[config.mk]
export PLATFORM = sky130hd
export DESIGN_NAME = pcs_front_flat
export DESIGN_NICKNAME = d
export VERILOG_FILES = /design/src/design/pcs_pkg.sv /design/src/design/pcs_if.sv /design/src/design/pcs_front.sv /design/src/flat_wrapper.sv
export SDC_FILE = /design/constraint.sdc
export NUM_CORES = 2
export LEC_CHECK = 0
export BUFFER_PORTS_ARGS = -buffer_cell sky130_fd_sc_hd__buf_2
export CAP_MARGIN = 20
export CORE_MARGIN = 3
export CORE_UTILIZATION = 55
export DETAILED_ROUTE_END_ITERATION = 6
export HOLD_SLACK_MARGIN = 0.1
export PLACE_DENSITY = 0.79
export SLEW_MARGIN = 25
export SYNTH_ARGS = -nofsm -noshare
export SYNTH_HDL_FRONTEND = slang
export SYNTH_SLANG_ARGS = --single-unit
[constraint.sdc]
create_clock -name clk -period 11.9 [get_ports clk]
set_input_delay 2.38 -clock clk [delete_from_list [all_inputs] [get_ports clk]]
set_output_delay 2.38 -clock clk [all_outputs]
set_load 0.03 [all_outputs]
[src/design/pcs_pkg.sv]
// Shared types and constants for the streaming Pearson correlation block.
// No dependencies; every design file except pcs_if imports this package.
`default_nettype none
package pcs_pkg;

  localparam int SAMPLE_BITS = 16;
  localparam int MAX_PAIRS   = 65536;
  localparam int COUNT_BITS  = 17;
  localparam int SUM_BITS    = 33;
  localparam int SQ_BITS     = 47;
  localparam int XP_BITS     = 48;
  localparam int WORD_BITS   = 64;
  localparam int MUL_A_BITS  = 128;
  localparam int MUL_B_BITS  = 64;
  localparam int MUL_P_BITS  = MUL_A_BITS + MUL_B_BITS;
  localparam int LHS_BITS    = 160;
  localparam int COEF_BITS   = 16;
  localparam int QUEUE_DEPTH = 2;

  typedef enum logic [1:0] {
    OUT_VALID = 2'd0,
    OUT_FEW   = 2'd1,
    OUT_FLAT  = 2'd2
  } outcome_t;

  typedef struct packed {
    logic        [COUNT_BITS-1:0] n;
    logic signed [SUM_BITS-1:0]   sx;
    logic signed [SUM_BITS-1:0]   sy;
    logic        [SQ_BITS-1:0]    sxx;
    logic        [SQ_BITS-1:0]    syy;
    logic signed [XP_BITS-1:0]    sxy;
  } sums_t;

  typedef struct packed {
    logic                  start;
    logic [MUL_A_BITS-1:0] a;
    logic [MUL_B_BITS-1:0] b;
  } mul_req_t;

endpackage
`default_nettype wire

[src/design/pcs_if.sv]
// Valid/ready channels for sample pairs and correlation results.
// Depends on nothing.
`default_nettype none
interface pcs_in_if;
  logic               valid;
  logic               ready;
  logic signed [15:0] x_sample;
  logic signed [15:0] y_sample;
  logic               last_pair;
  modport source(output valid, x_sample, y_sample, last_pair, input ready);
  modport sink(input valid, x_sample, y_sample, last_pair, output ready);
endinterface

`default_nettype wire

[src/design/pcs_front.sv]
// Front end: accepts sample pairs and keeps the running count and sums.
// On a last pair it pushes the finished sums to the queue. Depends on pcs_pkg, pcs_if.
`default_nettype none
module pcs_front (
  input  wire             clk,
  input  wire             rst,
  pcs_in_if.sink          samples,
  output logic            push,
  output pcs_pkg::sums_t  push_data,
  input  wire             full
);
  import pcs_pkg::*;

  sums_t              acc;
  sums_t              acc_next;
  logic               accept;
  logic signed [31:0] pxx;
  logic signed [31:0] pyy;
  logic signed [31:0] pxy;

  assign samples.ready = !full;
  assign accept        = samples.valid && samples.ready;
  assign pxx           = samples.x_sample * samples.x_sample;
  assign pyy           = samples.y_sample * samples.y_sample;
  assign pxy           = samples.x_sample * samples.y_sample;

  always_comb begin
    acc_next = acc;
    if (acc.n < COUNT_BITS'(MAX_PAIRS)) begin
      acc_next.n   = acc.n + 1'b1;
      acc_next.sx  = acc.sx + {{(SUM_BITS-16){samples.x_sample[15]}}, samples.x_sample};
      acc_next.sy  = acc.sy + {{(SUM_BITS-16){samples.y_sample[15]}}, samples.y_sample};
      acc_next.sxx = acc.sxx + {{(SQ_BITS-32){1'b0}}, pxx};
      acc_next.syy = acc.syy + {{(SQ_BITS-32){1'b0}}, pyy};
      acc_next.sxy = acc.sxy + {{(XP_BITS-32){pxy[31]}}, pxy};
    end
  end

  assign push      = accept && samples.last_pair;
  assign push_data = acc_next;

  always_ff @(posedge clk) begin
    if (rst) begin
      acc <= '0;
    end else if (accept) begin
      acc <= samples.last_pair ? '0 : acc_next;
    end
  end
endmodule
`default_nettype wire

[src/flat_wrapper.sv]
// flat-port wrapper written by rule: the top's interface ports become plain ports
module pcs_front_flat import pcs_pkg::*;
  (clk, rst, push, push_data, full, samples_valid, samples_x_sample, samples_y_sample, samples_last_pair, samples_ready);
  pcs_in_if samples_i ();
  input  wire clk;
  input  wire rst;
  output logic push;
  output pcs_pkg::sums_t push_data;
  input  wire full;
  input wire logic [$bits(samples_i.valid)-1:0] samples_valid;
  input wire logic [$bits(samples_i.x_sample)-1:0] samples_x_sample;
  input wire logic [$bits(samples_i.y_sample)-1:0] samples_y_sample;
  input wire logic [$bits(samples_i.last_pair)-1:0] samples_last_pair;
  output wire logic [$bits(samples_i.ready)-1:0] samples_ready;
  assign samples_i.valid = samples_valid;
  assign samples_i.x_sample = samples_x_sample;
  assign samples_i.y_sample = samples_y_sample;
  assign samples_i.last_pair = samples_last_pair;
  assign samples_ready = samples_i.ready;
  pcs_front u_core (.clk(clk), .rst(rst), .samples(samples_i), .push(push), .push_data(push_data), .full(full));
endmodule
* Word level (Yosys, flattened, before mapping)
Cells that the tools add are included.
** Word-level totals
- Latch bits :: 0
- Bits in registers :: 225
- ROM bits :: 0
- Memories kept :: 0
- Bits in writable memories :: 0
- Word-level logic and storage cells :: 21
** Operators by class
- Bitwise operators :: 0
- Add/sub/neg operators :: 6
- Shift-type cells :: 0
- Divide/modulo/power cells :: 0
- Reduce and logical (&&, ||, !) cells :: 3
- Magnitude comparators :: 1
- Equality and inequality tests :: 0
- Muxes and demuxes :: 2
- Multipliers :: 3
** Operator list (number)
- 225-bit 2-to-1 mux :: 2
- 16-bit by 16-bit multiplier with 32-bit output :: 3
- 47-bit by 32-bit adder with 47-bit output :: 2
- 33-bit adder :: 2
- 48-bit adder :: 1
- 17-bit by 1-bit adder with 17-bit output, second input constant :: 1
- 17-bit < comparator, second input constant :: 1
- 1-bit logical AND :: 2
- 1-bit logical NOT :: 1

* Longest topological paths before layout
- Depth after elaboration :: 4
- Mapped depth :: 40
- Depth with buffers taken out :: 38

* Worst setup path after synthesis
Ideal clock, no wire load.
- Path type :: in2out
- Start :: input samples_y_sample[7]
- End :: output push_data[45] in the netlist's numbering
- Stages on the path :: 38
- Slack :: -1265 ps
- Buffers on the path :: 3
- Required time :: 9520 ps
- Arrival time :: 10785 ps
- Cell sequence :: clkbuf_1 clkbuf_1 nand2_1 fa_1 inv_1 fa_1 inv_1 fa_1 inv_1 fa_1 fa_1 inv_1 fa_1 inv_1 ha_1 clkbuf_1 nand4_1 a21oi_1 [... 2 more ...] o211a_1 o41ai_4 o21bai_2 a21oi_2 xnor2_1 inv_1 ha_1 a21o_1 a211o_1 a21oi_1 nor2_1 nor2_1 a21o_1 o21ai_1 a21o_1 a21oi_1 xnor2_1 o21ai_0
** RTL lines
- start: declaration :: RTL line flat_wrapper.sv:12 : input wire logic [$bits(samples_i.y_sample)-1:0] samples_y_sample;
- end: declaration :: RTL line flat_wrapper.sv:8 : output pcs_pkg::sums_t push_data;

==> summary.md <==
| Metric | Value |
|---|---|
| Outcome | `complete, but fails checks` |
| Failing checks | `design-rule violations, negative setup slack` |
| R2R depth | `20` |
| Number of CTS-inserted buffers | `25` |
| Yosys top cell by area | `fa_1` |
| Largest net degree at the start of global routing | `113` |
| IO Pins | `264` |
| Reg2Reg Setup Slack | `7.71 ns` |
| Worst path arrival time | `10.99 ns` |
| Top flop regs | `u_core.acc x225` |
| Biggest register | `u_core.acc` |
| Row cnt | `105` |
| Sequential share of the synthesized area | `9.77%` |
| Core region area | `82500 µm²` |
| Share of layout cells above drive strength 1 | `30.6%` |
| Max_slew headroom | `31.4%` |
| Worst Setup EP | `push_data[45]` |
| Most frequent cells after synthesis | `1008 x inv_1, 743 x fa_1, 618 x nand2_1` |
| Wire per inst | `23.5 µm` |
| Crit-path max FO | `6` |
| DP HPWL | `114 mm` |
| Max reg flops | `225` |
| CP dominant cell by count | `fa_1` |
| Deepest clock path buffer count | `3` |
| Fin crit period | `13.37 ns` |
| FF-to-FF Start | `u_core.acc[95]` |
| Library cells used by synthesis | `95` |
| Ys flop type | `dfxtp_1` |
| Synthesized Nets | `6733` |
| Largest stage delay, worst path | `0.58 ns` |
| Worst EP required | `9.52 ns` |
| Post-synthesis cell count | `5519` |
| Number of global-route vias before repair | `47000` |
| Slew @ Worst Pin | `1.03 ns` |
| Warnings from Yosys | `0` |
| GPL Wtd Cong | `0.951` |
| Via-to-Cell Ratio | `6.17` |
| CP max stage cell | `fa_2` |
| H-tree depth | `1` |
| Area share of the largest cell type after synthesis | `32.3%` |
| TritonCTS clock tree | `built` |
| CTS Root Buffer Type | `clkbuf_16` |
| Starting Density | `55.9%` |
| Final ANT Viol Nets | `0` |
| Final Max Slew Viols | `0` |
| Final Hold Viols | `0` |
| Final setup violation count | `89` |
| Number of flops mapped to enable cells by yosys | `0` |
| Initial DRC Count | `5005` |
| Port Buffers | `263` |
| Syn-to-layout area delta | `36.1%` |
| Die width | `295 µm` |
| # DRC | `56` |
| Drt pass-1 iters | `7` |
| CTS clk-pin slew, worst paths | `0.07 ns` |
| #FFs+latches synth | `225` |
| Drt total wl | `181 mm` |
| Global-route wire length before repair | `249 mm` |
| NumNets Final | `7846` |
| Async set-reset flop share out of synthesis | `0%` |
| Die height | `295 µm` |
| CP Launch Type | `primary input` |
| GRT Util Overall | `35.9%` |
| Total grt overflow | `0` |
| Worst hold path class | `register to register` |
| Clk_lat worst skew | `0.57 ns` |
| Crit path from | `samples_y_sample[4]` |
| CP Capture Type | `output pin` |
| Initial antenna violation count | `7` |
| Clk_skew | `0.0249 ns` |
| Final Util | `76.0%` |
| FF-to-FF End | `u_core.acc[123]` |
| Clk sinks | `225` |
| Worst Path Buf+Inv | `11` |
| Fmax | `0.0748 GHz` |
| Crit Path Class | `primary input to output pin` |
| Critical path depth | `40` |
| RSZ-0062 raised after global routing | `true` |
| Max cap viols | `0` |
| Setup WS post-layout | `-1.47 ns` |
| Die area | `87300 µm²` |
| Most frequent cell after synthesis | `inv_1` |
| Syn_area_per_cell | `8.35 µm²` |
| Mapped Area | `46100 µm²` |
| Via count | `47700` |
| Leading post-synthesis cells by cell area | `fa_1 32%, ha_1 12%, dfxtp_1 9.8%` |
| Final period utilization | `112%` |
| Crit-path leading delay family | `adder cells` |
==> tightest hold or removal path: stages, from the launching register on <==
cell and delay [ns]:
dfxtp_1 0.33, nand2_1 0.06, o21ai_1 0.05
==> through the flow <==
step	instances	setup TNS [ns]	area, µm²	hold WS, ns	setup slack, ns
floorplan	5519	-3.24	47400	0.446	-0.367
CTS	7647	-34.98	60100	0.483	-0.786
global placement	7463	-69.23	55300	0.461	-1.34
global route	7722	-87.62	62700	0.511	-1.65
detailed placement	7463	-79.50	55300	0.474	-1.35
finish	7724	-73.51	62700	0.481	-1.47
==> worst min-delay path by stage <==
stage | start | endpoint | depth (start not counted)
detailed placement | u_core.acc[198] | u_core.acc[198] | 2
floorplan | u_core.acc[204] | u_core.acc[204] | 2
CTS | u_core.acc[204] | u_core.acc[204] | 2
global route | u_core.acc[33] | u_core.acc[33] | 2
global placement | u_core.acc[204] | u_core.acc[204] | 2
finish | u_core.acc[204] | u_core.acc[204] | 2
==> cell type report <==
cell class,count,area (µm²)
multi-input cells,4064,41300
fillers,4694,19800
repair buffers,1298,10800
flip-flops and latches,225,4510
inverters,1018,3850
well taps,1070,1340
clock buffers,31,678
clock inverters,14,260
diodes,4,10.0
==> routing by layer <==
metal  vias to the layer above  track usage (%)  wire [µm]
met5                         -                0         80
met4                         6             17.7      15800
met3                      1335             7.85      22500
met2                      3558             59.9      83600
met1                     22900             44.0      59500
li1                      19900                -          -
==> cells by family after synthesis <==
family	Yosys count	share of synthesized area [%]
buf+inv	1231	10.1
simple gates	1493	14.9
flops	225	9.77
compound gates	1054	14.6
mux	25	0.606
xor+xnor	314	5.97
fa+ha+maj	1177	44.1
==> timing repair <==
item / 4_1_cts / 5_1_grt
setup buffers: 152 / 96
endpoints found under the setup margin: 96 / 98
cloned: 7 / 0
resized for setup: 674 / 456
hold buffers: 0 / 0
pin swaps: 299 / 309
==> cell usage in the layout (no fill, tap or decap), types with 48 or more instances in the layout <==
cell	instances
nor2_1	324
fa_1	712
o21ai_0	233
buf_4	907
o21ai_2	52
o21ai_1	51
ha_4	68
inv_1	960
xnor2_1	150
a21o_1	123
a21oi_2	62
a22oi_1	123
inv_2	48
buf_2	141
a21oi_1	138
nand2b_1	50
buf_6	194
nand2_1	551
dfxtp_1	224
xor2_1	71
ha_1	352
and2_1	168
Power is not shown: default switching activity piles up to over one toggle a cycle in this logic, so the estimate is an artifact.
