===== config.mk =====
export PLATFORM = sky130hd
export DESIGN_NAME = pcs_back_flat
export DESIGN_NICKNAME = d
export VERILOG_FILES = /design/src/design/pcs_pkg.sv /design/src/design/pcs_if.sv /design/src/design/pcs_mul.sv /design/src/design/pcs_back.sv /design/src/flat_wrapper.sv
export SDC_FILE = /design/constraint.sdc
export NUM_CORES = 2
export LEC_CHECK = 0
export BUFFER_PORTS_ARGS = -buffer_cell sky130_fd_sc_hd__buf_2
export CAP_MARGIN = 5
export CORE_MARGIN = 2
export CORE_UTILIZATION = 40
export CTS_BUF_LIST = sky130_fd_sc_hd__clkbuf_16
export CTS_CLUSTER_DIAMETER = 120
export DETAILED_ROUTE_END_ITERATION = 6
export HOLD_SLACK_MARGIN = 0.03
export SYNTH_ARGS = -nofsm -noshare
export SYNTH_HDL_FRONTEND = slang
export SYNTH_SLANG_ARGS = --single-unit
export TNS_END_PERCENT = 50

===== constraint.sdc =====
create_clock -name clk -period 17.19 [get_ports clk]
set_input_delay 0.8595 -clock clk [delete_from_list [all_inputs] [get_ports clk]]
set_output_delay 0.8595 -clock clk [all_outputs]
set_load 0.01 [all_outputs]

===== src/design/pcs_pkg.sv =====
// Shared types and constants for the streaming Pearson correlation block.
// No dependencies; every design file except pcs_if imports this package.
`default_nettype none
package pcs_pkg;

  localparam int SAMPLE_BITS = 16;
  localparam int MAX_PAIRS   = 65536;
  localparam int COUNT_BITS  = 17;
  localparam int SUM_BITS    = 33;
  localparam int SQ_BITS     = 47;
  localparam int XP_BITS     = 48;
  localparam int WORD_BITS   = 64;
  localparam int MUL_A_BITS  = 128;
  localparam int MUL_B_BITS  = 64;
  localparam int MUL_P_BITS  = MUL_A_BITS + MUL_B_BITS;
  localparam int LHS_BITS    = 160;
  localparam int COEF_BITS   = 16;
  localparam int QUEUE_DEPTH = 2;

  typedef enum logic [1:0] {
    OUT_VALID = 2'd0,
    OUT_FEW   = 2'd1,
    OUT_FLAT  = 2'd2
  } outcome_t;

  typedef struct packed {
    logic        [COUNT_BITS-1:0] n;
    logic signed [SUM_BITS-1:0]   sx;
    logic signed [SUM_BITS-1:0]   sy;
    logic        [SQ_BITS-1:0]    sxx;
    logic        [SQ_BITS-1:0]    syy;
    logic signed [XP_BITS-1:0]    sxy;
  } sums_t;

  typedef struct packed {
    logic                  start;
    logic [MUL_A_BITS-1:0] a;
    logic [MUL_B_BITS-1:0] b;
  } mul_req_t;

endpackage
`default_nettype wire


===== src/design/pcs_if.sv =====
// Valid/ready channels for sample pairs and correlation results.
// Depends on nothing.
`default_nettype none


interface pcs_out_if;
  logic               valid;
  logic               ready;
  logic signed [15:0] coefficient;
  logic [1:0]         outcome;
  logic [16:0]        pair_count;
  modport source(output valid, coefficient, outcome, pair_count, input ready);
  modport sink(input valid, coefficient, outcome, pair_count, output ready);
endinterface
`default_nettype wire


===== src/design/pcs_mul.sv =====
// Shift-add multiplier, 128 x 64 bits, one multiplier bit per cycle.
// Depends on pcs_pkg.
`default_nettype none
module pcs_mul (
  input  wire                              clk,
  input  wire                              rst,
  input  pcs_pkg::mul_req_t                req,
  output logic                             done,
  output logic [pcs_pkg::MUL_P_BITS-1:0]   product
);
  import pcs_pkg::*;

  localparam int CNT_BITS = $clog2(MUL_B_BITS);

  logic                    busy;
  logic [CNT_BITS-1:0]     cnt;
  logic [MUL_A_BITS-1:0]   a_reg;
  logic [MUL_P_BITS:0]     prod;
  logic [MUL_A_BITS:0]     upper;

  assign upper   = prod[MUL_P_BITS:MUL_B_BITS]
                 + (prod[0] ? {1'b0, a_reg} : {(MUL_A_BITS+1){1'b0}});
  assign product = prod[MUL_P_BITS-1:0];

  always_ff @(posedge clk) begin
    if (rst) begin
      busy <= 1'b0;
      done <= 1'b0;
      cnt  <= '0;
    end else begin
      done <= 1'b0;
      if (req.start) begin
        a_reg <= req.a;
        prod  <= {{(MUL_A_BITS+1){1'b0}}, req.b};
        cnt   <= '0;
        busy  <= 1'b1;
      end else if (busy) begin
        prod <= {1'b0, upper, prod[MUL_B_BITS-1:1]};
        cnt  <= cnt + 1'b1;
        if (cnt == CNT_BITS'(MUL_B_BITS - 1)) begin
          busy <= 1'b0;
          done <= 1'b1;
        end
      end
    end
  end
endmodule
`default_nettype wire


===== src/design/pcs_back.sv =====
// Back end: takes a sum snapshot, forms covariance and variances, then
// searches the rounded coefficient bit-exactly. Depends on pcs_pkg, pcs_if, pcs_mul.
`default_nettype none
module pcs_back (
  input  wire              clk,
  input  wire              rst,
  input  wire              not_empty,
  input  pcs_pkg::sums_t   pop_data,
  output logic             pop,
  pcs_out_if.source        results
);
  import pcs_pkg::*;

  typedef enum logic [2:0] {
    S_IDLE, S_MUL_GO, S_MUL_WAIT, S_PICK, S_SQ_GO, S_SQ_WAIT, S_OUT
  } state_t;

  typedef enum logic [2:0] {
    OP_NSXY, OP_SXSY, OP_NSXX, OP_SXSX, OP_NSYY, OP_SYSY, OP_MAG, OP_DEN
  } op_t;

  state_t                  state;
  op_t                     op;
  sums_t                   snap;
  logic [WORD_BITS-1:0]    num;
  logic [WORD_BITS-1:0]    vx;
  logic [WORD_BITS-1:0]    vy;
  logic [WORD_BITS-1:0]    mag;
  logic                    neg;
  logic [LHS_BITS-1:0]     lhs;
  logic [MUL_A_BITS-1:0]   den;
  logic [15:0]             lo;
  logic [15:0]             hi;
  logic [15:0]             mid;
  logic [31:0]             odd2;
  logic [16:0]             mid_sum;
  logic [15:0]             mid_w;
  logic [15:0]             odd_w;
  logic [WORD_BITS-1:0]    p64;
  logic [WORD_BITS-1:0]    vy_w;
  logic [WORD_BITS-1:0]    n64, sx64, sy64, sxx64, syy64, sxy64;
  logic [WORD_BITS-1:0]    opa;
  logic [WORD_BITS-1:0]    opb;
  mul_req_t                req;
  logic                    mul_done;
  logic [MUL_P_BITS-1:0]   product;
  logic                    valid_q;
  logic signed [15:0]      coef_q;
  outcome_t                outcome_q;
  logic [COUNT_BITS-1:0]   count_q;

  pcs_mul u_mul (
    .clk     (clk),
    .rst     (rst),
    .req     (req),
    .done    (mul_done),
    .product (product)
  );

  assign n64   = {{(WORD_BITS-COUNT_BITS){1'b0}}, snap.n};
  assign sx64  = {{(WORD_BITS-SUM_BITS){snap.sx[SUM_BITS-1]}}, snap.sx};
  assign sy64  = {{(WORD_BITS-SUM_BITS){snap.sy[SUM_BITS-1]}}, snap.sy};
  assign sxx64 = {{(WORD_BITS-SQ_BITS){1'b0}}, snap.sxx};
  assign syy64 = {{(WORD_BITS-SQ_BITS){1'b0}}, snap.syy};
  assign sxy64 = {{(WORD_BITS-XP_BITS){snap.sxy[XP_BITS-1]}}, snap.sxy};

  always_comb begin
    case (op)
      OP_NSXY: begin opa = n64;  opb = sxy64; end
      OP_SXSY: begin opa = sx64; opb = sy64;  end
      OP_NSXX: begin opa = n64;  opb = sxx64; end
      OP_SXSX: begin opa = sx64; opb = sx64;  end
      OP_NSYY: begin opa = n64;  opb = syy64; end
      OP_SYSY: begin opa = sy64; opb = sy64;  end
      OP_MAG:  begin opa = mag;  opb = mag;   end
      OP_DEN:  begin opa = vx;   opb = vy;    end
      default: begin opa = '0;   opb = '0;    end
    endcase
  end

  always_comb begin
    req.start = (state == S_MUL_GO) || (state == S_SQ_GO);
    if (state == S_SQ_GO) begin
      req.a = den;
      req.b = {{(MUL_B_BITS-32){1'b0}}, odd2};
    end else begin
      req.a = {{(MUL_A_BITS-WORD_BITS){1'b0}}, opa};
      req.b = opb;
    end
  end

  assign pop     = (state == S_IDLE) && not_empty;
  assign p64     = product[WORD_BITS-1:0];
  assign vy_w    = vy - p64;
  assign mid_sum = {1'b0, lo} + {1'b0, hi} + 17'd1;
  assign mid_w   = mid_sum[16:1];
  assign odd_w   = {mid_w[14:0], 1'b0} - 16'd1;

  assign results.valid       = valid_q;
  assign results.coefficient = coef_q;
  assign results.outcome     = outcome_q;
  assign results.pair_count  = count_q;

  always_ff @(posedge clk) begin
    if (rst) begin
      state   <= S_IDLE;
      valid_q <= 1'b0;
      op      <= OP_NSXY;
    end else begin
      case (state)
        S_IDLE: begin
          if (not_empty) begin
            snap    <= pop_data;
            count_q <= pop_data.n;
            op      <= OP_NSXY;
            if (pop_data.n < COUNT_BITS'(2)) begin
              coef_q    <= '0;
              outcome_q <= OUT_FEW;
              valid_q   <= 1'b1;
              state     <= S_OUT;
            end else begin
              state <= S_MUL_GO;
            end
          end
        end
        S_MUL_GO: state <= S_MUL_WAIT;
        S_MUL_WAIT: begin
          if (mul_done) begin
            op <= op_t'(op + 3'd1);
            case (op)
              OP_NSXY: begin num <= p64;       state <= S_MUL_GO; end
              OP_SXSY: begin num <= num - p64; state <= S_MUL_GO; end
              OP_NSXX: begin vx  <= p64;       state <= S_MUL_GO; end
              OP_SXSX: begin vx  <= vx - p64;  state <= S_MUL_GO; end
              OP_NSYY: begin vy  <= p64;       state <= S_MUL_GO; end
              OP_SYSY: begin
                vy  <= vy_w;
                neg <= num[WORD_BITS-1];
                mag <= num[WORD_BITS-1] ? (WORD_BITS'(0) - num) : num;
                if (vx == '0 || vy_w == '0) begin
                  coef_q    <= '0;
                  outcome_q <= OUT_FLAT;
                  valid_q   <= 1'b1;
                  state     <= S_OUT;
                end else begin
                  state <= S_MUL_GO;
                end
              end
              OP_MAG: begin
                lhs   <= {product[LHS_BITS-33:0], 32'd0};
                state <= S_MUL_GO;
              end
              OP_DEN: begin
                den   <= product[MUL_A_BITS-1:0];
                lo    <= '0;
                hi    <= 16'd32768;
                state <= S_PICK;
              end
              default: state <= S_IDLE;
            endcase
          end
        end
        S_PICK: begin
          if (lo < hi) begin
            mid   <= mid_w;
            odd2  <= odd_w * odd_w;
            state <= S_SQ_GO;
          end else begin
            if (neg) begin
              coef_q <= 16'd0 - lo;
            end else begin
              coef_q <= (lo > 16'd32767) ? 16'sd32767 : lo;
            end
            outcome_q <= OUT_VALID;
            valid_q   <= 1'b1;
            state     <= S_OUT;
          end
        end
        S_SQ_GO: state <= S_SQ_WAIT;
        S_SQ_WAIT: begin
          if (mul_done) begin
            if ({{(MUL_P_BITS-LHS_BITS){1'b0}}, lhs} >= product) begin
              lo <= mid;
            end else begin
              hi <= mid - 16'd1;
            end
            state <= S_PICK;
          end
        end
        S_OUT: begin
          if (results.ready) begin
            valid_q <= 1'b0;
            state   <= S_IDLE;
          end
        end
        default: state <= S_IDLE;
      endcase
    end
  end
endmodule
`default_nettype wire


===== src/flat_wrapper.sv =====
// flat-port wrapper written by rule: the top's interface ports become plain ports
module pcs_back_flat import pcs_pkg::*;
  (clk, rst, not_empty, pop_data, pop, results_valid, results_coefficient, results_outcome, results_pair_count, results_ready);
  pcs_out_if results_i ();
  input  wire clk;
  input  wire rst;
  input  wire not_empty;
  input  pcs_pkg::sums_t pop_data;
  output logic pop;
  output wire logic [$bits(results_i.valid)-1:0] results_valid;
  output wire logic [$bits(results_i.coefficient)-1:0] results_coefficient;
  output wire logic [$bits(results_i.outcome)-1:0] results_outcome;
  output wire logic [$bits(results_i.pair_count)-1:0] results_pair_count;
  input wire logic [$bits(results_i.ready)-1:0] results_ready;
  assign results_valid = results_i.valid;
  assign results_coefficient = results_i.coefficient;
  assign results_outcome = results_i.outcome;
  assign results_pair_count = results_i.pair_count;
  assign results_i.ready = results_ready;
  pcs_back u_core (.clk(clk), .rst(rst), .not_empty(not_empty), .pop_data(pop_data), .pop(pop), .results(results_i));
endmodule

; Word-level counts from Yosys, hierarchy flattened
; Index checks and enable logic that the tools add are counted.
[word_totals]
reg_bits = 1171
inputBits = 229
out_inout_bits = 37
elab_cells = 171
[classes]
n_addsub = 12
mul = 1
order_cmp = 4
n_eq_ne = 25
muxes = 60
bitwise_logic = 2
reduce_logical = 37
[ops]
columns = cell, count
row1 = $pmux 64 s7, 1
row2 = $pmux 64 s2, 3
row3 = $pmux 64 s5, 1
row4 = $mux 128, 2
row5 = $mux 16, 16
row6 = $ge 160x192->1, 1
row7 = $mux 192, 1
row8 = $sub 64x64->64, 3
row9 = $add 128x129->129, 1
row10 = $logic_not 64->1, 2
row11 = $mux 64, 1
row12 = $pmux 16 s2, 2
row13 = $sub 1x64->64 const A, 1
row14 = $mux 63, 1
row15 = $pmux 16 s3, 1
row16 = $mul 16x16->32, 1
row17 = $sub 16x1->16 const B, 2
row18 = $reduce_and 4->1, 7
row19 = $mux 3, 8
row20 = $eq 3x3->1 const B, 7
row21 = $pmux 3 s7, 1
row22 = $add 16x16->17, 1
row23 = $add 17x1->17 const B, 1
row24 = $lt 17x2->1 const B, 1
row25 = 30 further kinds, 75

; Logic depth before layout (Yosys ltp)
[logic_depth]
ltp_word = 7
mapped_depth = 37
depth_no_buf = 36

; By module
; Synthesis repeated with hierarchy kept, for this count alone.
[hier_totals]
hier_cells = 7780
hier_area_um2 = 78803.1
[modules_own_cells]
columns = module, n_inst, cells_per_inst, area_per_inst_um2, seq_area_each_um2
row1 = pcs_back, 1, 5615, 57506.4, 25154.1
row2 = pcs_mul, 1, 2165, 21296.7, 9769.4

; Least setup slack after synthesis
; OpenSTA, ideal clock, no wires.
[synth_timing]
kind = register -> register
startpoint = register u_core.state[1]
endpoint = register u_core.u_mul.busy
setup_time_ns = 0.112
arrival_ns = 10.166
t_required_ns = 17.078
slack_ns = 6.912
stages_incl_launch_ff = 9
n_path_buf = 3
period_less_slack_ns = 10.278
path_cell_list = dfxtp_1 > clkbuf_1 > nor3b_1 > clkbuf_1 > or2_1 > clkbuf_1 > nor2_1 > nor2_1 > and2_1
[synth_via]
elab_chain_cells = 3
elab_cells_between_ends = 4
cone_classes = eq/ne: 2 / mux: 1 / reduce/logical: 1
[synth_rtl]
columns = element, line_no
row1 = from (decl), pcs_back.sv:22  ; state_t state;
row2 = from (signal assigned), pcs_back.sv:106  ; state <= S_IDLE;
row3 = from (signal assigned), pcs_back.sv:120  ; state <= S_OUT;
row4 = from (signal assigned), pcs_back.sv:122  ; state <= S_MUL_GO;
row5 = $eq 3x1->1 or $eq 3x3->1 (tied branches), pcs_back.sv:82  ; req.start = (state == S_MUL_GO) || (state == S_SQ_GO);
row6 = $logic_or 1x1->1 (*), pcs_back.sv:82
row7 = $mux 1 (*), pcs_mul.sv:32  ; if (req.start) begin
row8 = to (signal assigned), pcs_mul.sv:27  ; busy <= 1'b0;
row9 = to (signal assigned), pcs_mul.sv:36  ; busy <= 1'b1;
row10 = to (signal assigned), pcs_mul.sv:41  ; busy <= 1'b0;
row11 = to (decl), pcs_mul.sv:15  ; logic busy;
; Every way passes the cells marked *; elsewhere a longest branch is shown, timed or not.
; A chain may end at the register's enable or synchronous reset.

; Worst setup path after layout
[layout_timing]
startpoint = register u_core.lo[1]
endpoint = register u_core.odd2[30], data pin
[layout_via]
elab_chain_cells = 4
[layout_rtl]
columns = element, line_no
row1 = from (decl), pcs_back.sv:32  ; logic [15:0] lo;
row2 = from (signal assigned), pcs_back.sv:183  ; lo <= mid;
row3 = $add 16x16->17, pcs_back.sv:95  ; assign mid_sum = {1'b0, lo} + {1'b0, hi} + 17'd1;
row4 = $add 17x1->17, pcs_back.sv:95
row5 = named net u_core.mid_sum[6], pcs_back.sv:36  ; logic [16:0] mid_sum;
row6 = $sub 16x1->16, pcs_back.sv:97  ; assign odd_w = {mid_w[14:0], 1'b0} - 16'd1;
row7 = $mul 16x16->32, pcs_back.sv:166  ; odd2 <= odd_w * odd_w;
row8 = to (signal assigned), pcs_back.sv:166
row9 = to (decl), pcs_back.sv:35  ; logic [31:0] odd2;
; The timed path passes the listed nets, and every way through them passes these cells.

==> results.md <==
* Final-report hold violation count at 0
* Grt ovf at 0
* Final hold slack at 243 ps
* Reg-to-reg setup timing slack at 7260 ps
* Commonest cells post-synth: edfxtp_1, nand2_1, ha_1, a21oi_1, inv_1
* Die height at about 440 um
* Worst Reg-to-Reg Cells at 35
* CTS H-Tree Depth at 4
* Initial antenna violation count at 18
* Root Buffer: clkbuf_16
* TNS Setup at 0 ps
* Area delta synth->final at 11.1%
* Minimum clock period at between 9000 and 10000 ps
* Ys flop type: edfxtp_1
* Fillers at 18.2k
* Clock Sinks at approximately 1.2k
* Routability cong. at 1.02
* DR WL/cell at between 20 and 30 um
* Die Wd at 445 um
* Clock latency on the worst-skew pair at 790 ps
* Final-report max-slew violation count at 0
* Largest net degree at the start of global routing at roughly 140
* Core Rows at approximately 160
* Reg2reg end: u_core.odd2[30]$_DFFE_PP_
* Slowest-stage cell, CP: xor2_2
* Drt pass-1 iters at 7
* Routed Antenna Nets at 0
* Post-CTS setup buffers at 0
* Critical path launch point: u_core.lo[1]$_SDFFCE_PP0P_
* Setup ws final at 7260 ps
* Dominant cells by area after synthesis: edfxtp_1, ha_1, fa_1
* Synth area leader: edfxtp_1
* Ys async rst share at 0%
* Pre-CTS WS at 7330 ps
* Core box area at 193000 um^2
* R2R Path Start: u_core.lo[1]$_SDFFCE_PP0P_
* Status: complete, but fails checks
* Worst path most repeated cell: fa_1
* Headroom to the max-slew limit at 0.670%
* Critical path launch point type: register
* Clock-pin slew on the worst setup and hold paths at approximately 60 ps
* Detailed-route wire length at roughly 290000 um
* Leakage power at between 30 and 40 nW
* DR iter-0 viols at 7337
* Clock tree buffer depth at 3
* Worst EP required at ~18000 ps
* Crit Path Class: reg2reg
* Post_cts resized at 0
* # setup viols final at 0
* Sequential share of the synthesized area at 45.0%
* Mapped Cells at about 7.6k
* RSZ-0062 raised after global routing: no
* Most instantiated library cell after synthesis: edfxtp_1
* Worst Path Arrival at 10430 ps
* CTS buffer count at 138
* Mapped Area at 77600 um^2
* Setup crit end kind: register
* Biggest regs: u_core.snap (208), u_core.u_mul.prod (192)
* Synth Area per Inst at 10.3 um^2
* Die ar. at a little under 200000 um^2
* Layout cells sized above 1 at 9.08%
* Tcrit/Tclk final at 57.8%
* Initial Utilization at 40.3%
* DRC errors left at 5
* Synth top area share at between 40 and 50%
* Fin nets at 8712
* CP Capture Point: u_core.odd2[30]$_DFFE_PP_
* First-pass GRT wire length at just over 400000 um
* Peak VDD IR at 0.0959 mV
* Syn_nets at ~8.6k
* Post-CTS Hold Fix Bufs at 0
* #FFs+latches synth at 1168
* Hold Crit Class: in2reg
* I/O pin cnt at 266
* Clock Skews at a little under 40 ps
* Post-Layout Cell Count at 10.4k
* Critical path's largest stage delay at 770 ps
* Crit-path max FO at 14
* Reg with most FFs: u_core.snap
* TritonCTS clock tree: built
* Vias in the first global route at 60.1k
* Total number of vias at 62.8k
* Yosys cell types at 106
* Violated checks: design-rule violations, max-capacitance violations
* I/O Buffers at 265
* Pwr/cell area at 103 nW/um^2
* Max reg flops at 208
* Total global-route track usage at 28.2%
* F_max at 0.101 GHz
* DP HPWL at 220000 um
* Cell count after placement at 10.1k
* Max_cap viols at 1
* Ys Warns at 0
* DR vias/cell at slightly above 6
* Post-synth EDFFs at approximately 1.2k
* Worst Max-Slew Pin Slew at 1470 ps
## layer usage
layer,wire length (um),global-route usage [%]
met5,40,0
met1,114000,36.3
met2,131000,45.5
met4,17000,14.1
met3,22800,5.05
## worst min-delay path by stage
stage | slack, ps | cells past startpoint | to | startpoint
after floorplan | 470 | 0 | u_core.den[34]$_DFFE_PP_ | u_core.u_mul.prod[34]$_DFFE_PP_
after global placement | 460 | 2 | u_core.results.valid$_SDFFE_PP0P_ | u_core.results.valid$_SDFFE_PP0P_
after detailed placement | 470 | 2 | u_core.results.valid$_SDFFE_PP0P_ | u_core.results.valid$_SDFFE_PP0P_
after CTS | 200 | 1 | u_core.snap[29]$_DFFE_PP_ | pop_data[29]
after global routing | 210 | 1 | u_core.snap[29]$_DFFE_PP_ | pop_data[29]
final | 240 | 1 | u_core.snap[29]$_DFFE_PP_ | pop_data[29]
## cells by family (layout without fill, tap and decap cells)
family,count (synthesis),after routing,synth area share (%)
muxes,45,45,0.617
xor gates and xnor gates,379,379,4.33
buffers and inverters,894,1164,4.44
adders and majority gates,749,749,13.7
DFF,1168,1168,45.0
AOI/OAI and AO/OA,2157,2157,18.1
and+or+nand+nor,2183,2183,13.8
other,0,2,0
## cells in the final DEF, fill, tap and decap left out, drive strengths merged, types with 23 or more instances in the layout
cell type,count
a211oi,40
a21o,236
a21oi,544
a221o,70
a221oi,66
a222oi,56
a22oi,35
a31oi,67
and2,229
and3,69
buf,364
clkbuf,143
clkinv,58
edfxtp,1153
fa,169
ha,580
inv,573
mux2,23
nand2,650
nand2b,45
nand3,108
nand4,142
nor2,507
nor2b,45
nor3,137
nor4,78
o211ai,38
o21a,50
o21ai,544
o21bai,80
o22ai,40
o31ai,79
or2,23
or3,53
xnor2,258
xor2,121
## stage by stage
stage,util [%],total power [mW],area (um^2)
after floorplan,-,5.14,77600
after global placement,42.4,5.88,81700
after detailed placement,42.4,5.90,81700
after CTS,44.7,8.88,86200
after global routing,44.7,9.24,86200
final,44.7,8.89,86200
## power by group
| group | leakage (nW) | total [mW] | switching [mW] | internal, mW |
|---|---|---|---|---|
| Combinational | 21.1 | 2.25 | 1.46 | 0.792 |
| Clock | 2.28 | 2.98 | 1.25 | 1.73 |
| Sequential | 10.7 | 3.65 | 0.226 | 3.43 |
## worst max-delay path: cells and delay by family, from the launching register on
family | cells | cell delay, ps
and+or+nand+nor | 8 | 1860
xor gates and xnor gates | 3 | 1130
buffers and inverters | 5 | 490
DFF | 1 | 430
adders and majority gates | 8 | 3810
AOI/OAI and AO/OA | 11 | 1910
## final cells by class
class / instances / area [um^2] / area share, %
antenna: 2 / 5.00 / 0.00580
clock inverter: 108 / 975 / 1.13
multi-input combinational: 5513 / 39400 / 45.7
tap: 2526 / 3160 / 3.66
clock buffer: 143 / 3580 / 4.15
inverter: 549 / 2060 / 2.39
timing repair buffer: 364 / 2090 / 2.43
sequential: 1168 / 34900 / 40.5
Power figures use the tool's default switching activity.
