<file path="config.mk">
export PLATFORM = sky130hd
export DESIGN_NAME = pcs_queue
export DESIGN_NICKNAME = d
export VERILOG_FILES = /design/src/design/pcs_pkg.sv /design/src/design/pcs_queue.sv
export SDC_FILE = /design/constraint.sdc
export NUM_CORES = 1
export LEC_CHECK = 0
export BUFFER_PORTS_ARGS = -buffer_cell sky130_fd_sc_hd__buf_2
export CELL_PAD_IN_SITES_DETAIL_PLACEMENT = 2
export CELL_PAD_IN_SITES_GLOBAL_PLACEMENT = 2
export CORE_MARGIN = 2
export CORE_UTILIZATION = 25
export CTS_CLUSTER_DIAMETER = 80
export DETAILED_ROUTE_END_ITERATION = 10
export GPL_ROUTABILITY_DRIVEN = 0
export PLACE_DENSITY = 0.66
export SLEW_MARGIN = 25
export SYNTH_ARGS = -nofsm -noshare
export SYNTH_HDL_FRONTEND = slang
export SYNTH_SLANG_ARGS = --single-unit
</file>
<file path="constraint.sdc">
create_clock -name clk -period 10.6 [get_ports clk]
set_input_delay 0.53 -clock clk [delete_from_list [all_inputs] [get_ports clk]]
set_output_delay 0.53 -clock clk [all_outputs]
set_load 0.1 [all_outputs]
</file>
<file path="src/design/pcs_pkg.sv">
// Shared types and constants for the streaming Pearson correlation block.
// No dependencies; every design file except pcs_if imports this package.
`default_nettype none
package pcs_pkg;

  localparam int SAMPLE_BITS = 16;
  localparam int MAX_PAIRS   = 65536;
  localparam int COUNT_BITS  = 17;
  localparam int SUM_BITS    = 33;
  localparam int SQ_BITS     = 47;
  localparam int XP_BITS     = 48;
  localparam int WORD_BITS   = 64;
  localparam int MUL_A_BITS  = 128;
  localparam int MUL_B_BITS  = 64;
  localparam int MUL_P_BITS  = MUL_A_BITS + MUL_B_BITS;
  localparam int LHS_BITS    = 160;
  localparam int COEF_BITS   = 16;
  localparam int QUEUE_DEPTH = 2;

  typedef enum logic [1:0] {
    OUT_VALID = 2'd0,
    OUT_FEW   = 2'd1,
    OUT_FLAT  = 2'd2
  } outcome_t;

  typedef struct packed {
    logic        [COUNT_BITS-1:0] n;
    logic signed [SUM_BITS-1:0]   sx;
    logic signed [SUM_BITS-1:0]   sy;
    logic        [SQ_BITS-1:0]    sxx;
    logic        [SQ_BITS-1:0]    syy;
    logic signed [XP_BITS-1:0]    sxy;
  } sums_t;

  typedef struct packed {
    logic                  start;
    logic [MUL_A_BITS-1:0] a;
    logic [MUL_B_BITS-1:0] b;
  } mul_req_t;

endpackage
`default_nettype wire

</file>
<file path="src/design/pcs_queue.sv">
// Small FIFO of finished sum snapshots between front and back.
// Depends on pcs_pkg.
`default_nettype none
module pcs_queue #(
  parameter int DEPTH = 2
) (
  input  wire              clk,
  input  wire              rst,
  input  wire              push,
  input  pcs_pkg::sums_t   push_data,
  output logic             full,
  input  wire              pop,
  output pcs_pkg::sums_t   pop_data,
  output logic             not_empty
);
  import pcs_pkg::*;

  localparam int PW = (DEPTH > 1) ? $clog2(DEPTH) : 1;
  localparam int CW = $clog2(DEPTH + 1);

  sums_t         mem [DEPTH];
  logic [PW-1:0] wr_ptr;
  logic [PW-1:0] rd_ptr;
  logic [CW-1:0] count;

  assign full      = (count == CW'(DEPTH));
  assign not_empty = (count != '0);
  assign pop_data  = mem[rd_ptr];

  always_ff @(posedge clk) begin
    if (push) begin
      mem[wr_ptr] <= push_data;
    end
  end

  always_ff @(posedge clk) begin
    if (rst) begin
      wr_ptr <= '0;
      rd_ptr <= '0;
      count  <= '0;
    end else begin
      if (push) begin
        wr_ptr <= (wr_ptr == PW'(DEPTH - 1)) ? '0 : wr_ptr + 1'b1;
      end
      if (pop) begin
        rd_ptr <= (rd_ptr == PW'(DEPTH - 1)) ? '0 : rd_ptr + 1'b1;
      end
      if (push && !pop) begin
        count <= count + 1'b1;
      end else if (pop && !push) begin
        count <= count - 1'b1;
      end
    end
  end
endmodule
`default_nettype wire

</file>
Word level (Yosys, flattened, before mapping)
Memories as Yosys holds them, arrays and structs flattened. A register that Yosys moved wholly into a read port is not among the register bits.
Cells that the tools add are included.
{"block": "classes", "div_mod_pow": 0, "eq_ne": 1, "n_lt_le_gt_ge": 0, "n_bitwise": 0, "reduce_logical": 6, "multipliers": 0, "n_shift": 0, "n_addsub": 4, "muxes": 8}
{"op": "1-bit two-way mux", "count": 6}
{"op": "2-bit two-way mux", "count": 2}
{"op": "2-bit nonzero test", "count": 2}
{"op": "1-bit adder (second input constant)", "count": 2}
{"op": "2-bit by 1-bit adder with 2-bit output (second input constant)", "count": 1}
{"op": "2-bit equality test (second input constant)", "count": 1}
{"op": "1-bit logical AND", "count": 2}
{"op": "1-bit logical NOT", "count": 2}
{"op": "2-bit by 1-bit subtractor with 2-bit output (second input constant)", "count": 1}
{"block": "word_totals", "memories": 1, "reg_bits": 4, "rom_bits": 0, "latchBits": 0, "ram_bits": 450, "inputBits": 229}
{"name": "mem", "words": 2, "width": 225, "rd": 1, "rd_clocked_by_memory_dff": 1, "wr": 1, "line": "pcs_queue.sv:21", "text": "sums_t mem [DEPTH];"}

Depth between registers and ports, before layout
Gate-level depths: netlist (run 1).
{"block": "logic_depth", "word_depth": 4, "depth_mapped": 5, "depth_no_buf": 5}

Worst setup path before layout (run 1)
OpenSTA, ideal clock, no wires.
{"block": "synth_path", "path_kind": "register -> register", "start": "reg wr_ptr", "end": "mem mem[0][0] in the netlist's numbering (enable)", "synth_period_minus_slack_ns": 11.088, "arrival_ns": 10.246, "setup_time_ns": 0.841, "slack_ns": -0.488, "path_stages_with_launch": 2, "path_buffers": 0, "cell_sequence": "dfxtp_1 -> nor2b_1"}
{"item": "from (decl)", "line": "pcs_queue.sv:22", "text": "logic [PW-1:0] wr_ptr;"}
{"item": "from (signal assigned)", "line": "pcs_queue.sv:43", "text": "wr_ptr <= (wr_ptr == PW'(DEPTH - 1)) ? '0 : wr_ptr + 1'b1;"}
{"item": "to (decl)", "line": "pcs_queue.sv:21"}
Straight into the memory's write port.

==> run_results.csv, run 1 <==
group,metric,value,unit
final_layout,finish.instance_area,0.0219,mm²
final_layout,multi_input_area,0.00321,mm²
setup_path,reg2reg_to,"mem[1][196]",
sta,final_hold_viol_count,0,
min_path,hp-class,"input port to flop",
power,power.leakage,0.00836,µW
power,internal_power,3300,µW
setup_path,slowest_delay,0.87,ns
logic_synthesis,synth_seq_area_share,79.8,%
clocking,cts_htree_levels,2,
sta,period_share,40.8,%
run,cap_violations,0,
logic_synthesis,syn_nets,952,
die,die_w,265,µm
clocking,ctsResizeCount,0,
setup_path,path_buf_inv,3,
sta,maxSlewViolCount,0,
setup_path,crit_top_cell,"buf_4",
logic_synthesis,syn_inst,722,
clocking,cts_num_sinks,455,
power,ir_drop,0.000130,V
routing,via_per_inst,4.03,
power,switching_share,33.4,%
setup_path,crit_chain,"buf_4 > buf_4 > mux2_4 > buf_2",
setup_path,path_delay_family,"buffers and inverters",
die,die-area,0.0703,mm²
setup_path,crit_arrival,3.80,ns
sta,period_minus_slack,4.33,ns
sta,slew_headroom,31.8,%
setup_path,critical_path_depth,4,
die,start_util,25.3,%
setup_path,cp_max_fo,54,
final_layout,seqCellArea,0.0136,mm²
setup_path,path_class,"flop to primary output",
global_route,gr-total-overflow,0,
min_path,worstHoldPathCells,1,
routing,finalWirelength,44.2,mm
logic_synthesis,ys_types,17,
clocking,clk-insertion-delay-late,0.56,ns
final_layout,num-fill-cells,6815,
sta,worst_pin_slew,1.02,ns
setup_path,regToRegStartpoint,"wr_ptr",
setup_path,critPathLaunchType,"flop",
setup_path,cp-end-kind,"primary output",
power,power_frac_seq,43.2,%
logic_synthesis,postSynthAreaPerCell,23.6,µm²
setup_path,critical_path.slowest_cell,"buf_4",
clocking,numCtsBuffers,52,
die,core-area,0.0674,mm²
logic_synthesis,synth_warnings,0,
power,clkPwrFrac,33.7,%
min_path,hold_start,"push_data[47]",
die,boundaryPins,456,
global_route,grt_usage,12.2,%
sta,fin_tns_setup,0,ns
routing,drt-initial-drc-count,385,
clocking,ctsLongestPathBuffers,3,
final_layout,area_growth,28.3,%
routing,antenna_left,0,
routing,vias,8619,
clocking,cts_hold_buf,0,
final_layout,fin_nets,1447,
place,portBuffers,455,
power,power_switching,1650,µW
global_route,grt_max_degree,73,
global_route,grt_pass1_vias,9795,
min_path,hold_path_end,"mem[1][47]",
outcome,status,"completed",
sta,final.setup_skew,0.0154,ns
sta,rsz0062_at_grt,"false",
sta,setup_violations,0,
setup_path,required,10.07,ns
setup_path,reg2reg_slack,7.51,ns
logic_synthesis,syn-cell-area,0.0171,mm²
global_route,grt_pass1_wl,63.9,mm
die,rows,95,
clocking,root_buffer,"clkbuf_16",
place,hpwl,31.2,mm
routing,drtPass1Iterations,4,
routing,wl_per_cell,20.7,µm
die,die_height,265,µm
setup_path,r2r_cells,3,
routing,drc,0,
clocking,cts_setup_buffers,0,
place,place_area,0.0203,mm²
sta,max_freq,231,MHz
clocking,cts.clk_slew.worst_paths,0.06,ns
clocking,cts_tree,"done",
global_route,antenna_found_initial,11,
power,combPwrFrac,23.1,%
power,p_per_area,226,mW/mm²
final_layout,final_layout_size_suffix_gt1_share,61.0,%
logic_synthesis,synth_seq_cells,455,
power,total_power,4950,µW
-- synth_stat cells, drive strengths merged --
library cell    n  area share, %
mux2          225             18
or2             1          0.037
or3             1          0.037
a21oi           1          0.029
xnor2           2           0.10
nor2b           2          0.073
xor2            2           0.10
buf            25            1.4
and2            1          0.037
inv             1          0.022
ha              1          0.073
nor2            4          0.088
dfxtp           5           0.59
o21ai           1          0.029
edfxtp        450             79
-- power by group through the flow --
stage	combinational (µW)	sequential, µW	clock, µW
2_1_floorplan	966	2180	0
6_report	1140	2140	1670
4_1_cts	1160	2140	1740
3_5_place_dp	1160	2180	0
5_1_grt	1180	2150	1790
3_3_place_gp	1140	2170	0
-- worst reg2reg max path, cell delays in order (launching register included) --
cell and delay [ns]:
dfxtp_1 0.41, and2_4 0.68, buf_4 0.69, buf_4 0.86
-- worst max-delay path by stage --
stage                                to  slack, ns
final                      pop_data[79]       6.27
after global routing      pop_data[126]       6.05
after CTS                  pop_data[79]       6.16
after detailed placement   pop_data[79]       6.80
after global placement     pop_data[80]       6.92
after floorplan               mem[0][0]       3.77
-- flip-flops by register name (all words and copies together) (netlist names), named ones only --
name	cells
rd_ptr	1
mem	450
count	2
wr_ptr	1
-- cell usage in the layout, fill, tap and decap left out, types with 4 or more instances in the layout --
master	netlist	routed
buf_2	7	455
buf_4	0	10
clkbuf_1	0	10
clkbuf_16	0	53
clkinv_1	0	12
clkinv_2	0	12
dfxtp_1	5	4
diode_2	0	8
edfxtp_1	450	450
mux2_2	75	75
mux2_4	150	150
nor2_1	4	4
-- through the flow --
step                hold WS [ns]  setup WS (ns)  utilization, %  cells
floorplan                  0.456           3.77               -    722
global placement           0.486           6.92            30.1   2036
detailed placement         0.509           6.80            30.1   2036
CTS                       0.0790           6.16            32.4   2129
global route              0.0984           6.05            32.5   2136
finish                     0.139           6.27            32.5   2137
-- routing by layer --
| layer | up-vias | GRT usage [%] | wire length, µm | part of all wire, % |
|---|---|---|---|---|
| li1 | 3880 | - | - | - |
| met1 | 4372 | 12.8 | 15900 | 36 |
| met2 | 286 | 22.5 | 23900 | 54 |
| met3 | 77 | 3.71 | 3050 | 6.9 |
| met4 | 4 | 4.89 | 1300 | 2.9 |
| met5 | - | 0 | 26 | 0.059 |
-- cell families (layout without fill, tap and decap cells) --
| kind of cell | after synthesis | in the layout | share of synthesized area [%] |
|---|---|---|---|
| and+or+nand+nor | 9 | 9 | 0.271 |
| adders and majority gates | 1 | 1 | 0.0734 |
| AOI/OAI and AO/OA | 2 | 2 | 0.0586 |
| DFF | 455 | 455 | 79.8 |
| xor gates and xnor gates | 4 | 4 | 0.205 |
| buffers and inverters | 26 | 560 | 1.42 |
| other | 0 | 8 | 0 |
| muxes | 225 | 225 | 18.2 |
-- final cells by class --
class	instances	area share, %
Sequential cell	455	62.3
Multi-Input combinational cell	241	14.7
Timing Repair Buffer	466	10.8
Clock buffer	63	6.23
Tap cell	873	4.99
Clock inverter	30	0.927
Antenna cell	8	0.0915
Inverter	1	0.0172
No activity file was read; power rests on OpenSTA's default activity.
==> run 2, diff against run 1 <==
- ABC_AREA: default -> 1
- PLACE_DENSITY: 0.66 -> 0.64
- clock period: 10.6 -> 4.1 ns (I/O delays scaled with it)
==> run 2 against run 1 <==
  * Area after synthesis increased by 0.11%
  * Register-to-register slack got worse by 5.8 ns
  * Clock-buffer cell count increased by 5
  * Synthesized cell count increased by 1.5%
  * Flip-flop and latch count unchanged
  * Power increased to 2.6 times the previous value
  * Sequential power increased to 2.6 times the previous value
  * Clock skew decreased by 0.00098 ns
  * Die area increased by 0.11%
  * Final cell count increased by 12%
  * Clock power increased to 2.7 times the previous value
  * Critical path type unchanged
  * Critical endpoint is now pop_data[11]
==> run_results.csv, run 2 <==
group,metric,value,unit
power,power.leakage,0.00948,µW
die,rows,95,
routing,vias,9699,
sta,setup_violations,0,
clocking,ctsLongestPathBuffers,3,
die,core-area,0.0674,mm²
routing,drt-initial-drc-count,475,
logic_synthesis,async_reset_ff_share,0,%
power,p_per_area,534,mW/mm²
global_route,grt_usage,13.8,%
sta,rsz0062_at_grt,"false",
power,switching_share,32.7,%
sta,maxSlewViolCount,0,
power,internal_power,8780,µW
clocking,cts_num_sinks,455,
clocking,cts_tree,"done",
final_layout,final_layout_size_suffix_gt1_share,51.9,%
place,hpwl,30.9,mm
setup_path,cp_max_fo,41,
sta,final.setup_skew,0.0145,ns
power,power_frac_seq,42.0,%
final_layout,final_common_cell,"buf_2",
final_layout,top_regs,"mem x450, count x2",
power,clkPwrFrac,34.9,%
sta,worst_pin_slew,0.936,ns
clocking,cts_hold_buf,229,
routing,drtPass1Iterations,4,
setup_path,r2r_cells,4,
min_path,worstHoldPathCells,2,
routing,finalWirelength,49.2,mm
final_layout,top_register,"mem",
global_route,antenna_found_initial,6,
setup_path,path_class,"flop to primary output",
sta,slew_headroom,37.6,%
logic_synthesis,ys_top_cells_by_area,"edfxtp_1, mux2_4, mux2_2",
logic_synthesis,synth_seq_area_share,79.7,%
sta,period_minus_slack,2.87,ns
clocking,cts.clk_slew.worst_paths,0.06,ns
logic_synthesis,synth.top_cell.area_share,79.1,%
sta,max_freq,348,MHz
logic_synthesis,synth_edf_count,450,
logic_synthesis,synth-main-ff-cell,"edfxtp_1",
logic_synthesis,synth.top_cells.by_count,"edfxtp_1, mux2_4, mux2_2",
min_path,hp-class,"input port to flop",
sta,period_share,70.1,%
final_layout,fin_nets,1702,
routing,drc,0,
sta,final_hold_viol_count,0,
global_route,grt_pass1_vias,11400,
logic_synthesis,syn-cell-area,0.0171,mm²
logic_synthesis,ys_types,16,
global_route,gr-total-overflow,0,
clocking,cts_htree_levels,2,
clocking,ctsResizeCount,0,
final_layout,largest_reg_flops,450,
clocking,numCtsBuffers,53,
run,cap_violations,0,
global_route,grt_pass1_wl,72.9,mm
logic_synthesis,syn_nets,963,
logic_synthesis,postSynthAreaPerCell,23.3,µm²
clocking,root_buffer,"clkbuf_16",
final_layout,area_growth,43.3,%
routing,wl_per_cell,20.6,µm
power,total_power,13100,µW
power,ir_drop,0.000308,V
die,die_w,265,µm
outcome,status,"completed",
sta,layout_setup_ws,1.23,ns
setup_path,reg2reg_slack,1.71,ns
place,preCtsSetupSlack,1.68,ns
setup_path,crit_arrival,2.67,ns
clocking,cts_setup_buffers,0,
global_route,grt_max_degree,66,
setup_path,critPathLaunchType,"flop",
die,die-area,0.0704,mm²
power,power_switching,4270,µW
die,boundaryPins,456,
logic_synthesis,yosysTopAreaCell,"edfxtp_1",
min_path,hold_path_end,"mem[0][2]",
place,portBuffers,455,
setup_path,regToRegStartpoint,"wr_ptr",
logic_synthesis,synth_warnings,0,
logic_synthesis,yosysMostFrequentCell,"edfxtp_1",
power,combPwrFrac,23.1,%
routing,antenna_left,0,
die,start_util,25.3,%
logic_synthesis,synth_seq_cells,455,
die,die_height,265,µm
setup_path,required,3.89,ns
setup_path,cp-end-kind,"primary output",
clocking,clk-insertion-delay-late,0.58,ns
logic_synthesis,syn_inst,733,
setup_path,reg2reg_to,"mem[1][80]",
final_layout,layout_common_cells,"buf_2, edfxtp_1, dlygate4sd3_1",
routing,via_per_inst,4.06,
min_path,hold_start,"push_data[2]",
[run 2: layout make-up]
cell class	instances	area (µm²)
Antenna cell	1	2.50
Fill cell	6663	42900
Clock inverter	30	245
Multi-Input combinational cell	244	3200
Tap cell	873	1090
Sequential cell	455	13600
Clock buffer	68	1430
Inverter	9	37.5
Timing Repair Buffer	709	4850
[run 2: worst max-delay path, cell delays in order (launching register included)]
cell and delay (ns):
dfxtp_4 0.85, buf_4 0.52, mux2_2 0.39, buf_2 0.30
[run 2: worst max path at each step]
stage,end,depth (start not counted)
final,pop_data[11],3
after global routing,pop_data[11],3
after CTS,pop_data[11],3
after detailed placement,mem[1][126],4
after global placement,mem[1][103],4
after floorplan,mem[1][0],2
[run 2: through the flow]
stage | hold WS (ns) | util (%) | std cells | instance area (µm²) | TNS (ns)
6_report | 0.343 | 36.3 | 2389 | 24500 | 0
5_1_grt | 0.320 | 36.3 | 2389 | 24500 | 0
4_1_cts | 0.287 | 36.3 | 2388 | 24500 | 0
3_5_place_dp | 0.397 | 30.4 | 2061 | 20500 | 0
3_3_place_gp | 0.392 | 30.4 | 2060 | 20500 | 0
2_1_floorplan | 0.277 | - | 733 | 17100 | -12.69
[run 2: metal layers]
metal	track usage (%)	part of all wire, %	vias to the layer above
li1	-	-	4405
met1	14.6	37	4932
met2	26.2	55	278
met3	3.63	5.5	76
met4	4.29	2.4	8
met5	0	0.12	-
[run 2: logic make-up after synthesis]
kind of cell,Yosys count,synth area share (%)
AO/OA/AOI/OAI,2,0.0586
multiplexers,225,18.1
XOR/XNOR,1,0.0513
AND/OR/NAND/NOR,15,0.359
adder cells (fa/ha/maj),1,0.0733
buffers and inverters,34,1.59
flip-flops,455,79.7
[run 2: power groups by stage]
| stage | Clock [µW] | Sequential, µW | Combinational [µW] |
|---|---|---|---|
| global route | 4900 | 5500 | 3110 |
| CTS | 4680 | 5480 | 3020 |
| floorplan | 0 | 5560 | 2350 |
| finish | 4560 | 5480 | 3010 |
| global placement | 0 | 5560 | 2800 |
| detailed placement | 0 | 5580 | 2830 |
==> run 3, diff against run 2 <==
- clock period: 4.1 -> 2.9 ns (I/O delays scaled with it)
==> run 3 against run 2 <==
  * Combinational power rose by 43%
  * Clock-buffer cell count did not move
  * Power rose by 39%
  * Via count rose by 0.66%
  * Sequential power rose by 41%
  * Clock power rose by 35%
  * Largest power group unchanged
  * Worst hold slack got worse by 0.046 ns
  * Setup slack got worse by 0.92 ns
==> run_results.csv, run 3 (synthesis results as in run 2) <==
group,metric,value,unit
power,clkPwrFrac,33.8,%
setup_path,crit_arrival,2.45,ns
clocking,cts_htree_levels,2,
sta,worst_pin_slew,0.656,ns
place,preCtsSetupSlack,0.872,ns
final_layout,num-fill-cells,6672,
final_layout,multi_input_area,0.00320,mm²
sta,fin_tns_setup,0,ns
setup_path,cp-end-kind,"primary output",
sta,rsz0062_at_grt,"false",
die,die_height,265,µm
sta,max_freq,385,MHz
clocking,cts.clk_slew.worst_paths,0.06,ns
global_route,gr-total-overflow,0,
routing,drc,0,
final_layout,final_util,36.4,%
setup_path,path_class,"flop to primary output",
final_layout,seqCellArea,0.0136,mm²
routing,finalWirelength,48.7,mm
outcome,status,"completed",
routing,antenna_left,0,
power,power.leakage,0.00949,µW
global_route,grt_usage,13.6,%
run,cap_violations,0,
clocking,cts_num_sinks,455,
global_route,grt_pass1_wl,72.3,mm
final_layout,final_layout_size_suffix_gt1_share,51.3,%
power,combPwrFrac,23.7,%
sta,final_hold_viol_count,0,
sta,final.setup_skew,0.0182,ns
die,boundaryPins,456,
power,p_per_area,741,mW/mm²
routing,drtPass1Iterations,4,
sta,slew_headroom,56.2,%
setup_path,critPathLaunchType,"flop",
sta,maxSlewViolCount,0,
power,power_switching,5890,µW
global_route,grt_max_degree,95,
min_path,hold_start,"push_data[14]",
power,internal_power,12300,µW
clocking,ctsLongestPathBuffers,3,
final_layout,top_register,"mem",
power,switching_share,32.4,%
clocking,cts_tree,"done",
setup_path,required,2.76,ns
final_layout,final_common_cell,"buf_2",
clocking,numCtsBuffers,51,
routing,vias,9763,
final_layout,fin_nets,1707,
final_layout,layout_common_cells,"buf_2, edfxtp_1, dlygate4sd3_1",
die,core-area,0.0674,mm²
setup_path,cp_max_fo,34,
global_route,antenna_found_initial,5,
die,rows,95,
sta,layout_setup_ws,0.303,ns
power,ir_drop,0.000427,V
min_path,hp-class,"input port to flop",
place,portBuffers,455,
final_layout,top_regs,"mem x450, count x2",
sta,setup_violations,0,
sta,period_share,89.5,%
clocking,clk-insertion-delay-late,0.57,ns
final_layout,largest_reg_flops,450,
routing,wl_per_cell,20.3,µm
routing,via_per_inst,4.07,
die,start_util,25.3,%
final_layout,area_growth,43.8,%
sta,period_minus_slack,2.60,ns
power,power_frac_seq,42.5,%
global_route,grt_pass1_vias,11500,
place,hpwl,31.2,mm
clocking,root_buffer,"clkbuf_16",
routing,drt-initial-drc-count,432,
die,die_w,265,µm
clocking,cts_setup_buffers,0,
die,die-area,0.0704,mm²
setup_path,regToRegStartpoint,"wr_ptr",
## run 3: changes by cell type in the layout (fill, tap and decap cells not counted), moves of 3 or more
cell and delta:
diode_2 +4, clkinv_2 -7, buf_4 -3, clkinv_1 +9, buf_12 +11
## run 3: worst paths after layout
path | end | slack (ns) | cells past startpoint
setup / recovery | pop_data[131] | 0.30 | 4
hold / removal | mem[1][14] | 0.30 | 2
setup reg to reg | mem[1][76] | 1.32 | 4
hold reg to reg | flop | 0.53 | 2
## run 3: layout make-up
class | instances | share of cell area (%)
diodes | 5 | 0.0510
inverters | 9 | 0.153
repair buffers | 716 | 20.5
multi-input cells | 244 | 13.0
well taps | 873 | 4.45
clock buffers | 68 | 5.63
flip-flops and latches | 455 | 55.5
clock inverters | 26 | 0.775
## run 3: per-layer routing
metal  vias up  routed length (µm)  track usage [%]
met5         -                   0                0
met4         0                1640             5.16
met3        85                2700             3.57
met2       302               26700             25.9
met1      4965               17600             14.2
li1       4411                   -                -
## run 3: power by group through the flow
stage	Clock, µW	Combinational (µW)	Sequential (µW)
floorplan	0	3320	7860
detailed placement	0	4060	7870
global placement	0	4010	7850
global route	6630	4450	7770
CTS	6330	4330	7740
finish	6150	4300	7740
## run 3: repair_timing
action / CTS / global route
endpoints found under the hold margin: 455 / 0
endpoints found under the setup margin: 0 / 0
hold buffers: 229 / 0
resized for setup: 0 / 0
## run 3: critical path, cell delays in order (launching register included)
cell	delay, ns
dfxtp_4	0.59
buf_12	0.28
buf_12	0.30
mux2_4	0.21
buf_2	0.42
## run 3: stage by stage
step / total power, µW / instances / hold WS (ns) / area, µm²
global route: 18900 / 2396 / 0.262 / 24600
global placement: 11900 / 2068 / 0.332 / 20700
floorplan: 11200 / 733 / 0.217 / 17100
CTS: 18400 / 2391 / 0.239 / 24500
finish: 18200 / 2396 / 0.297 / 24600
detailed placement: 11900 / 2068 / 0.336 / 20700
